--- src/design/mqd_pkg.sv ---
// Shared types and constants of the mipmap quad downsampler.
// No dependencies; the interfaces, the color lane and the top level use it.
`timescale 1ns / 1ps

package mqd_pkg;

	// Register indexes of the configuration port
	localparam int unsigned CFG_IDX_W = 3;
	localparam int unsigned CFG_DATA_W = 16;
	localparam logic [CFG_IDX_W-1:0] REG_CHANNEL_MODE = 3'd0;
	localparam logic [CFG_IDX_W-1:0] REG_FILTER_MODE  = 3'd1;
	localparam logic [CFG_IDX_W-1:0] REG_FILL_RED     = 3'd2;
	localparam logic [CFG_IDX_W-1:0] REG_FILL_GREEN   = 3'd3;
	localparam logic [CFG_IDX_W-1:0] REG_FILL_BLUE    = 3'd4;
	localparam logic [CFG_IDX_W-1:0] REG_ALPHA_WEIGHT = 3'd5;

	// Channel mode codes; the unused code behaves as RGBA
	localparam logic [1:0] CH_GRAY = 2'd0;
	localparam logic [1:0] CH_RGB  = 2'd1;
	localparam logic [1:0] CH_RGBA = 2'd2;

	// Filter mode codes; the unused code behaves as plain box
	localparam logic [1:0] FILT_BOX  = 2'd0;
	localparam logic [1:0] FILT_AVG  = 2'd1;
	localparam logic [1:0] FILT_FILL = 2'd2;

	// Datapath widths
	localparam int unsigned TEXEL_W = 32;
	localparam int unsigned ASUM_W  = 10;  // sum of four alphas, up to 1020
	localparam int unsigned PROD_W  = 16;  // alpha times color byte
	localparam int unsigned ACC_W   = 18;  // weighted sum, up to 255 * 1020
	localparam int unsigned QUO_W   = 8;   // one quotient bit per divider stage
	localparam int unsigned AW_W    = 16;  // Q8.8 alpha weight
	localparam int unsigned SCALE_W = AW_W + ASUM_W;

	// Full alpha sum, the fixed divisor of fill mode
	localparam logic [ASUM_W-1:0] MAX_ALPHA_SUM = 10'd1020;
	localparam logic [7:0] BYTE_MAX = 8'd255;

	// Four bytes of one channel, one from each texel of the quad
	typedef logic [3:0][7:0] byte4_t;

endpackage

--- src/design/mqd_if.sv ---
// Valid/ready channels of the mipmap quad downsampler: source quads in,
// reduced texels out. Depends on mqd_pkg for the texel width.
`timescale 1ns / 1ps

interface mqd_quad_if;
	logic valid;
	logic ready;
	logic [mqd_pkg::TEXEL_W-1:0] texel_top_left;
	logic [mqd_pkg::TEXEL_W-1:0] texel_top_right;
	logic [mqd_pkg::TEXEL_W-1:0] texel_bottom_left;
	logic [mqd_pkg::TEXEL_W-1:0] texel_bottom_right;

	modport source (
		output valid, texel_top_left, texel_top_right, texel_bottom_left,
		texel_bottom_right,
		input ready
	);
	modport sink (
		input valid, texel_top_left, texel_top_right, texel_bottom_left,
		texel_bottom_right,
		output ready
	);
endinterface

interface mqd_texel_if;
	logic valid;
	logic ready;
	logic [mqd_pkg::TEXEL_W-1:0] reduced_texel;

	modport source (output valid, reduced_texel, input ready);
	modport sink (input valid, reduced_texel, output ready);
endinterface

--- src/design/mipmap_quad_downsample.sv ---
// Top level of the mipmap quad downsampler: configuration registers, box and
// alpha path, three color lanes and the output merge. Depends on mqd_pkg,
// mqd_if and mqd_lane.
`timescale 1ns / 1ps

// Takes one 2x2 quad of packed texels per cycle and returns one reduced texel
// per accepted quad; throughput is one quad per clock unless the output stalls.
// The pipeline has two stages of weighting, eight of division (the per-channel
// divider resolves one quotient bit per stage) and one output register. All
// stages advance together: while the output register holds an untaken result
// the whole pipeline and the input stall. Red, green and blue each have their
// own lane; the merge stage joins the lane quotients with the alpha result, or
// takes the box-filtered or fill texel when no division applies.
// Write the configuration registers only while no quad is in flight.
module mipmap_quad_downsample (
	input  logic                              clk,
	input  logic                              arst_n,
	input  logic                              cfg_we,
	input  logic [mqd_pkg::CFG_IDX_W-1:0]     cfg_index,
	input  logic [mqd_pkg::CFG_DATA_W-1:0]    cfg_wdata,
	mqd_quad_if.sink                          quad,
	mqd_texel_if.source                       texel
);

	localparam int unsigned DEPTH    = 2 + mqd_pkg::QUO_W;  // s1 .. s10
	localparam int unsigned LINE_LEN = mqd_pkg::QUO_W - 1;  // s4 .. s10

	typedef struct packed {
		logic [mqd_pkg::TEXEL_W-1:0] base;
		logic                        div_sel;
		logic [7:0]                  alpha;
	} side_t;

	// Configuration registers
	logic [1:0]                   chan_mode_q;
	logic [1:0]                   filt_mode_q;
	logic [7:0]                   fill_red_q;
	logic [7:0]                   fill_green_q;
	logic [7:0]                   fill_blue_q;
	logic [mqd_pkg::AW_W-1:0]     alpha_weight_q;

	logic                         adv;
	logic [DEPTH-1:0]             vld_q;
	logic                         out_valid_q;
	logic [mqd_pkg::TEXEL_W-1:0]  out_data_q;

	logic [mqd_pkg::TEXEL_W-1:0]  tx [4];
	mqd_pkg::byte4_t              plane [4];
	logic [mqd_pkg::ASUM_W-1:0]   asum_c;
	logic [7:0]                   amax_c;
	logic [7:0]                   box_c [4];
	logic                         rgba;
	logic                         weighted;
	logic                         use_fill;
	logic [mqd_pkg::TEXEL_W-1:0]  box_tex;
	logic [mqd_pkg::TEXEL_W-1:0]  base_c;

	logic [mqd_pkg::TEXEL_W-1:0]  base_s1;
	logic                         div_sel_s1;
	logic [mqd_pkg::ASUM_W-1:0]   asum_s1;
	logic [7:0]                   amax_s1;

	logic [mqd_pkg::TEXEL_W-1:0]  base_s2;
	logic                         div_sel_s2;
	logic [mqd_pkg::SCALE_W-1:0]  scaled_s2;
	logic [7:0]                   amax_s2;

	logic [mqd_pkg::SCALE_W-9:0]  scaled_hi;
	side_t                        side_s3;
	side_t                        side_line_q [LINE_LEN];
	side_t                        side_end;

	logic [7:0]                   fill_c [3];
	logic [mqd_pkg::QUO_W-1:0]    quo [3];

	// Take register writes; indexes past the list are dropped
	always_ff @(posedge clk or negedge arst_n) begin
		if (!arst_n) begin
			chan_mode_q    <= mqd_pkg::CH_RGBA;
			filt_mode_q    <= mqd_pkg::FILT_BOX;
			fill_red_q     <= '0;
			fill_green_q   <= '0;
			fill_blue_q    <= '0;
			alpha_weight_q <= 16'd256;
		end else if (cfg_we) begin
			case (cfg_index)
				mqd_pkg::REG_CHANNEL_MODE: chan_mode_q    <= cfg_wdata[1:0];
				mqd_pkg::REG_FILTER_MODE:  filt_mode_q    <= cfg_wdata[1:0];
				mqd_pkg::REG_FILL_RED:     fill_red_q     <= cfg_wdata[7:0];
				mqd_pkg::REG_FILL_GREEN:   fill_green_q   <= cfg_wdata[7:0];
				mqd_pkg::REG_FILL_BLUE:    fill_blue_q    <= cfg_wdata[7:0];
				mqd_pkg::REG_ALPHA_WEIGHT: alpha_weight_q <= cfg_wdata;
				default: ;
			endcase
		end
	end

	// Advance the whole pipeline whenever the output slot is free or taken
	assign adv        = !out_valid_q || texel.ready;
	assign quad.ready = adv;

	always_ff @(posedge clk or negedge arst_n) begin
		if (!arst_n) begin
			vld_q       <= '0;
			out_valid_q <= 1'b0;
		end else if (adv) begin
			vld_q       <= {vld_q[DEPTH-2:0], quad.valid};
			out_valid_q <= vld_q[DEPTH-1];
		end
	end

	// Split the quad into byte planes, one per channel
	always_comb begin
		tx[0] = quad.texel_top_left;
		tx[1] = quad.texel_top_right;
		tx[2] = quad.texel_bottom_left;
		tx[3] = quad.texel_bottom_right;
		for (int k = 0; k < 4; k++) begin
			for (int i = 0; i < 4; i++) begin
				plane[k][i] = tx[i][8*k +: 8];
			end
			box_c[k] = 8'((10'(plane[k][0]) + 10'(plane[k][1])
				+ 10'(plane[k][2]) + 10'(plane[k][3])) >> 2);
		end
	end

	// Alpha sum and largest alpha
	always_comb begin
		logic [7:0] max_a;
		logic [7:0] max_b;
		asum_c = 10'(plane[3][0]) + 10'(plane[3][1])
			+ 10'(plane[3][2]) + 10'(plane[3][3]);
		max_a  = (plane[3][0] > plane[3][1]) ? plane[3][0] : plane[3][1];
		max_b  = (plane[3][2] > plane[3][3]) ? plane[3][2] : plane[3][3];
		amax_c = (max_a > max_b) ? max_a : max_b;
	end

	// Decode modes and form the texel used when no division applies
	always_comb begin
		box_tex  = {box_c[3], box_c[2], box_c[1], box_c[0]};
		rgba     = 1'b0;
		base_c   = box_tex;
		case (chan_mode_q)
			mqd_pkg::CH_GRAY: base_c = {24'd0, box_c[0]};
			mqd_pkg::CH_RGB:  base_c = {8'd0, box_c[2], box_c[1], box_c[0]};
			default:          rgba   = 1'b1;
		endcase
		weighted = rgba && (filt_mode_q == mqd_pkg::FILT_AVG
			|| filt_mode_q == mqd_pkg::FILT_FILL);
		use_fill = filt_mode_q == mqd_pkg::FILT_FILL;
		// Fully transparent quad: plain average or fill color, alpha zero
		if (weighted && asum_c == '0) begin
			base_c = use_fill ? {8'd0, fill_blue_q, fill_green_q, fill_red_q}
				: {8'd0, box_c[2], box_c[1], box_c[0]};
		end
	end

	// Stage 1: side path registers
	always_ff @(posedge clk) begin
		if (adv) begin
			base_s1    <= base_c;
			div_sel_s1 <= weighted && asum_c != '0;
			asum_s1    <= asum_c;
			amax_s1    <= amax_c;
		end
	end

	// Stage 2: scale the alpha sum by the Q8.8 weight
	always_ff @(posedge clk) begin
		if (adv) begin
			base_s2    <= base_s1;
			div_sel_s2 <= div_sel_s1;
			scaled_s2  <= mqd_pkg::SCALE_W'(alpha_weight_q) * mqd_pkg::SCALE_W'(asum_s1);
			amax_s2    <= amax_s1;
		end
	end

	// Stage 3: limit the new alpha by the largest source alpha
	assign scaled_hi = scaled_s2[mqd_pkg::SCALE_W-1:8];

	always_ff @(posedge clk) begin
		if (adv) begin
			side_s3.base    <= base_s2;
			side_s3.div_sel <= div_sel_s2;
			side_s3.alpha   <= (scaled_hi < (mqd_pkg::SCALE_W-8)'(amax_s2))
				? scaled_hi[7:0] : amax_s2;
		end
	end

	// Delay the side result to meet the lane quotients
	always_ff @(posedge clk) begin
		if (adv) begin
			side_line_q[0] <= side_s3;
			for (int i = 1; i < LINE_LEN; i++) begin
				side_line_q[i] <= side_line_q[i-1];
			end
		end
	end

	assign side_end = side_line_q[LINE_LEN-1];

	// Color lanes: red, green, blue
	assign fill_c[0] = fill_red_q;
	assign fill_c[1] = fill_green_q;
	assign fill_c[2] = fill_blue_q;

	for (genvar k = 0; k < 3; k++) begin : g_lane
		mqd_lane u_lane (
			.clk      (clk),
			.en       (adv),
			.color    (plane[k]),
			.alpha    (plane[3]),
			.asum     (asum_c),
			.fill     (fill_c[k]),
			.use_fill (use_fill),
			.quotient (quo[k])
		);
	end

	// Merge lanes and side path into the output register
	always_ff @(posedge clk) begin
		if (adv) begin
			out_data_q <= side_end.div_sel
				? {side_end.alpha, quo[2], quo[1], quo[0]} : side_end.base;
		end
	end

	assign texel.valid         = out_valid_q;
	assign texel.reduced_texel = out_data_q;

	// A stalled pipeline keeps its occupancy
	a_stall_holds: assert property (@(posedge clk) disable iff (!arst_n)
		!adv |=> $stable(vld_q))
		else $error("pipeline occupancy changed during a stall");

	// An accepted request occupies the first stage next cycle
	a_accept_enters: assert property (@(posedge clk) disable iff (!arst_n)
		(quad.valid && quad.ready) |=> vld_q[0])
		else $error("accepted request did not enter the pipeline");

	// Gray output leaves the upper bytes clear
	a_gray_upper_zero: assert property (@(posedge clk) disable iff (!arst_n)
		(texel.valid && chan_mode_q == mqd_pkg::CH_GRAY)
		|-> texel.reduced_texel[31:8] == '0)
		else $error("gray result carries data in unused bytes");

	// RGB output leaves the alpha byte clear
	a_rgb_alpha_zero: assert property (@(posedge clk) disable iff (!arst_n)
		(texel.valid && chan_mode_q == mqd_pkg::CH_RGB)
		|-> texel.reduced_texel[31:24] == '0)
		else $error("RGB result carries data in the alpha byte");

endmodule

--- src/design/mqd_lane.sv ---
// One color lane: alpha-weighted sum of a channel over the quad, then a
// pipelined restoring divider, one quotient bit per stage.
// Depends on mqd_pkg.
`timescale 1ns / 1ps

module mqd_lane (
	input  logic                         clk,
	input  logic                         en,
	input  mqd_pkg::byte4_t              color,
	input  mqd_pkg::byte4_t              alpha,
	input  logic [mqd_pkg::ASUM_W-1:0]   asum,
	input  logic [7:0]                   fill,
	input  logic                         use_fill,
	output logic [mqd_pkg::QUO_W-1:0]    quotient
);

	localparam int unsigned NSTAGE = mqd_pkg::QUO_W;

	logic [mqd_pkg::PROD_W-1:0] prod_s1 [4];
	logic [mqd_pkg::ASUM_W-1:0] asum_s1;
	logic [7:0]                 fill_s1;
	logic                       use_fill_s1;

	logic [mqd_pkg::ACC_W-1:0]  acc_s2;
	logic [mqd_pkg::ASUM_W-1:0] dvs_s2;

	logic [mqd_pkg::ACC_W-1:0]  rem_q [NSTAGE];
	logic [mqd_pkg::ASUM_W-1:0] dvs_q [NSTAGE];
	logic [mqd_pkg::QUO_W-1:0]  quo_q [NSTAGE];

	logic [mqd_pkg::ACC_W-1:0] prod_sum;
	logic [mqd_pkg::ACC_W-1:0] fill_term;

	// Stage 1: weight each color byte by its alpha
	always_ff @(posedge clk) begin
		if (en) begin
			for (int i = 0; i < 4; i++) begin
				prod_s1[i] <= mqd_pkg::PROD_W'(alpha[i]) * mqd_pkg::PROD_W'(color[i]);
			end
			asum_s1     <= asum;
			fill_s1     <= fill;
			use_fill_s1 <= use_fill;
		end
	end

	// Stage 2: add up the products, blend in the fill color, pick the divisor
	always_comb begin
		prod_sum = mqd_pkg::ACC_W'(prod_s1[0]) + mqd_pkg::ACC_W'(prod_s1[1])
			+ mqd_pkg::ACC_W'(prod_s1[2]) + mqd_pkg::ACC_W'(prod_s1[3]);
		fill_term = mqd_pkg::ACC_W'(mqd_pkg::MAX_ALPHA_SUM - asum_s1)
			* mqd_pkg::ACC_W'(fill_s1);
	end

	always_ff @(posedge clk) begin
		if (en) begin
			acc_s2 <= use_fill_s1 ? prod_sum + fill_term : prod_sum;
			dvs_s2 <= use_fill_s1 ? mqd_pkg::MAX_ALPHA_SUM : asum_s1;
		end
	end

	// Divider stages: the quotient never exceeds one byte, so the stage for
	// bit b compares against the divisor shifted left by b
	for (genvar j = 0; j < NSTAGE; j++) begin : g_div
		localparam int unsigned SHIFT = NSTAGE - 1 - j;

		logic [mqd_pkg::ACC_W-1:0]  rem_in;
		logic [mqd_pkg::ASUM_W-1:0] dvs_in;
		logic [mqd_pkg::QUO_W-1:0]  quo_in;
		logic [mqd_pkg::ACC_W-1:0]  trial;
		logic                       take;

		if (j == 0) begin : g_first
			assign rem_in = acc_s2;
			assign dvs_in = dvs_s2;
			assign quo_in = '0;
		end else begin : g_next
			assign rem_in = rem_q[j-1];
			assign dvs_in = dvs_q[j-1];
			assign quo_in = quo_q[j-1];
		end

		assign trial = mqd_pkg::ACC_W'(dvs_in) << SHIFT;
		assign take  = rem_in >= trial;

		always_ff @(posedge clk) begin
			if (en) begin
				rem_q[j] <= take ? rem_in - trial : rem_in;
				dvs_q[j] <= dvs_in;
				quo_q[j] <= quo_in | (mqd_pkg::QUO_W'(take) << SHIFT);
			end
		end
	end

	assign quotient = quo_q[NSTAGE-1];

endmodule
--- src/flat_wrapper.sv ---
// flat-port wrapper written by rule: the top's interface ports become plain ports
module mipmap_quad_downsample_flat 
  (clk, arst_n, cfg_we, cfg_index, cfg_wdata, quad_valid, quad_texel_top_left, quad_texel_top_right, quad_texel_bottom_left, quad_texel_bottom_right, quad_ready, texel_valid, texel_reduced_texel, texel_ready);
  mqd_quad_if quad_i ();
  mqd_texel_if texel_i ();
  input  logic clk;
  input  logic arst_n;
  input  logic cfg_we;
  input  logic [mqd_pkg::CFG_IDX_W-1:0] cfg_index;
  input  logic [mqd_pkg::CFG_DATA_W-1:0] cfg_wdata;
  input wire logic [$bits(quad_i.valid)-1:0] quad_valid;
  input wire logic [$bits(quad_i.texel_top_left)-1:0] quad_texel_top_left;
  input wire logic [$bits(quad_i.texel_top_right)-1:0] quad_texel_top_right;
  input wire logic [$bits(quad_i.texel_bottom_left)-1:0] quad_texel_bottom_left;
  input wire logic [$bits(quad_i.texel_bottom_right)-1:0] quad_texel_bottom_right;
  output wire logic [$bits(quad_i.ready)-1:0] quad_ready;
  output wire logic [$bits(texel_i.valid)-1:0] texel_valid;
  output wire logic [$bits(texel_i.reduced_texel)-1:0] texel_reduced_texel;
  input wire logic [$bits(texel_i.ready)-1:0] texel_ready;
  assign quad_i.valid = quad_valid;
  assign quad_i.texel_top_left = quad_texel_top_left;
  assign quad_i.texel_top_right = quad_texel_top_right;
  assign quad_i.texel_bottom_left = quad_texel_bottom_left;
  assign quad_i.texel_bottom_right = quad_texel_bottom_right;
  assign quad_ready = quad_i.ready;
  assign texel_valid = texel_i.valid;
  assign texel_reduced_texel = texel_i.reduced_texel;
  assign texel_i.ready = texel_ready;
  mipmap_quad_downsample u_core (.clk(clk), .arst_n(arst_n), .cfg_we(cfg_we), .cfg_index(cfg_index), .cfg_wdata(cfg_wdata), .quad(quad_i), .texel(texel_i));
endmodule
--- config.mk ---
export PLATFORM = sky130hd
export DESIGN_NAME = mipmap_quad_downsample_flat
export DESIGN_NICKNAME = d
export VERILOG_FILES = /design/src/design/mqd_pkg.sv /design/src/design/mqd_if.sv /design/src/design/mipmap_quad_downsample.sv /design/src/design/mqd_lane.sv /design/src/flat_wrapper.sv
export SDC_FILE = /design/constraint.sdc
export NUM_CORES = 2
export LEC_CHECK = 0
export BUFFER_PORTS_ARGS = -buffer_cell sky130_fd_sc_hd__buf_4
export CORE_ASPECT_RATIO = 0.6
export CORE_MARGIN = 4
export CORE_UTILIZATION = 40
export CTS_CLUSTER_DIAMETER = 60
export CTS_CLUSTER_SIZE = 40
export DETAILED_ROUTE_END_ITERATION = 7
export GPL_ROUTABILITY_DRIVEN = 0
export GPL_TIMING_DRIVEN = 0
export PLACE_DENSITY_LB_ADDON = 0.12
export SYNTH_ARGS = -nofsm -noshare
export SYNTH_HDL_FRONTEND = slang
export SYNTH_SLANG_ARGS = --single-unit
--- constraint.sdc ---
create_clock -name clk -period 119.3 [get_ports clk]
set_input_delay 23.86 -clock clk [delete_from_list [all_inputs] [get_ports clk]]
set_output_delay 23.86 -clock clk [all_outputs]
set_load 0.01 [all_outputs]
==> metrics.md <==
| Metric | Value |
|---|---|
| Minimum clock period | 48.76 ns |
| Post-synthesis sequential area ratio | 0.394 |
| First-pass GRT wire length | 455000 µm |
| RSZ-0062 raised after global routing | false |
| Crit end category | output pin |
| Initial DRC count | 6717 |
| Cell area after synthesis | 103000 µm² |
| # hold bufs at CTS | 0 |
| Initial antenna violation count | 62 |
| Post-synthesis cell type count | 84 |
| Least-Margin Pin Slew | 1.46 ns |
| Clock Latency Late Sink | 0.76 ns |
| Overflow after GRT | 0 |
| Clock Skew | 0.0613 ns |
| Post-synth net total | 11300 |
| Avg WL per Cell | 23.6 µm |
| Layout cells sized above 1 | 0.0608 |
| Routed wire length | 308000 µm |
| F_max | 0.0205 GHz |
| I/O Pins | 186 |
| Post-CTS sizing | 0 |
| Clock Pin Slew Worst Setup and Hold Paths | 0.13 ns |
| Largest net degree at the start of global routing | 56 |
| Setup violations, final | 0 |
| Synth warnings | 0 |
| Pins over their slew limit | 0 |
| Routed Antenna Nets | 0 |
| Vias per Instance | 5.24 |
| First drt pass iteration count | 6 |
| Die footprint | 266000 µm² |
| Initial core utilization | 0.402 |
| Post-synth top area cell | edfxtp_1 |
| Fill cells | 23900 |
| Core area | 257000 µm² |
| Die height | 401 µm |
| Vias | 68500 |
| Post-synthesis register bit count | 1362 |
| Final Hold Viols | 0 |
| Yosys top cell area share | 0.381 |
| CTS root buffer | clkbuf_16 |
| Post-route setup TNS | 0 ns |
| Row Count | 144 |
| DRC Markers | 0 |
| GRT Util Overall | 0.232 |
| Hpwl dp | 257000 µm |
| Reg area | 40600 µm² |
| EDFF count, synth | 1307 |
| Hold Crit Class | reg -> reg |
| Multi-input logic area | 56200 µm² |
| Most frequent cells after synthesis | inv_1 (1438), edfxtp_1 (1307), ha_1 (977), fa_1 (947), nand2_1 (855) |
| Worst endpoint required time | 95.44 ns |
| Type of the worst setup path | in -> out |
| CTS tree | built |
| Worst Path Arrival | 24.90 ns |
| Cell with the most instances after synthesis | inv_1 |
| Buffers inserted by post-CTS timing repair | 0 |
| Max-slew headroom | 0.0285 |
| Fraction of registers with async set/reset | 0.0404 |
| Num CTS Buffers | 95 |
| Worst setup SP type | primary input |
| P&R area growth vs syn | 10.2% |
| Final Cycle Share | 0.409 |
| Post-synthesis instance total | 9199 |
| Top post-synthesis cells by area | edfxtp_1 (38%), fa_1 (18%), ha_1 (12%), inv_1 (5.2%), nand2_1 (3.1%) |
| Syn Area/Cell | 11.2 µm² |
| H-tree lvl count | 3 |
| Crit Path Max Fanout | 23 |
| Vias in the first global route | 68700 |
| CTS Buffer Depth | 3 |
| CTS Sinks | 1362 |
| Ys flop type | edfxtp_1 |
| NumNets Final | 11600 |
| PortBufs | 177 |
| Max cap viols | 0 |
| Status | complete, no violations |
| DIE WIDTH | 663 µm |
## flip-flops by register name (all words and copies together) (netlist names), 16 cells and up
| name | cells |
|---|---|
| u_core.texel.reduced_texel | 32 |
| u_core.g_lane.u_lane.acc_s2 | 54 |
| u_core.side_line_q | 287 |
| u_core.alpha_weight_q | 16 |
| u_core.g_lane.u_lane.quo_q | 108 |
| u_core.base_s1 | 32 |
| u_core.g_lane.u_lane.dvs_q | 70 |
| u_core.side_s3 | 41 |
| u_core.g_lane.u_lane.prod_s1 | 192 |
| u_core.base_s2 | 32 |
| u_core.scaled_s2 | 18 |
| u_core.g_lane.u_lane.fill_s1 | 24 |
| u_core.g_lane.u_lane.rem_q | 378 |
## cell usage in the layout, fill, tap and decap left out, types with 41 or more instances in the layout
cell,n
ha_1,977
nor3_1,116
clkbuf_16,98
buf_4,180
nand4_1,42
nand2b_1,73
a21oi_1,359
mux2_2,138
xnor2_1,341
dfrtp_1,53
nand3_1,69
o21a_1,41
xor2_1,164
o21ai_0,281
nor2b_1,97
nor2_1,560
clkbuf_1,186
inv_1,1438
nor4_1,47
and2_1,471
nand2_1,855
edfxtp_1,1307
a21o_1,188
fa_1,947
## cells by family after synthesis
logic type | after synthesis | share of synthesized area
adders and majority gates | 1924 | 0.303
AOI/OAI and AO/OA | 1117 | 0.0677
and+or+nand+nor | 2457 | 0.114
xor gates and xnor gates | 505 | 0.0429
DFF | 1362 | 0.394
muxes | 172 | 0.0184
buffers and inverters | 1662 | 0.0607
## per-stage QoR
step                       util  hold slack (ns)  setup WS [ns]  cell area [µm²]  instances
after floorplan               -            0.400          36.09           103000       9199
after global placement    0.424            0.400          17.10           109000      12800
after detailed placement  0.427            0.405          70.47           109000      12800
after CTS                 0.442            0.388          70.47           113000      13000
after global routing      0.442            0.409          70.42           114000      13000
final                     0.443            0.404          70.54           114000      13100
## path summary, 6_finish.rpt
path                                               startpoint                                 end  slack (ns)  cells past startpoint
max reg2reg                u_core.g_lane[0].u_lane.asum_s1[4]  u_core.g_lane[0].u_lane.acc_s2[17]      110.48                     26
max                                               texel_ready                          quad_ready       70.54                      4
max in group asynchronous                              arst_n               u_core.fill_blue_q[5]       95.58                      1
min                                 u_core.side_line_q[2][15]           u_core.side_line_q[3][15]        0.40                      0
min reg2reg                         u_core.side_line_q[2][15]           u_core.side_line_q[3][15]        0.40                      0
min in group asynchronous                              arst_n                     u_core.vld_q[6]       23.15                      1
## per-layer routing
metal,share of wire,vias up,track usage
met5,0.00024,-,0
met4,0.017,10,0.0386
met3,0.13,261,0.0954
met2,0.35,2574,0.281
met1,0.50,34400,0.375
li1,-,31300,-
## worst max-delay path: stages
cell and delay, ns:
buf_4 0.07, nand2b_1 0.13, buf_2 0.58, buf_4 0.24
## layout make-up
type / instances / area share
clock inverters: 80 / 0.0139
multi-input cells: 6175 / 0.495
well taps: 3431 / 0.0378
inverters: 1453 / 0.0480
diodes: 32 / 0.000705
plain buffers: 209 / 0.00704
clock buffers: 100 / 0.0217
repair buffers: 217 / 0.0184
flip-flops and latches: 1362 / 0.358
Power is not shown: default switching activity piles up to over one toggle a cycle in this logic, so the estimate is an artifact.
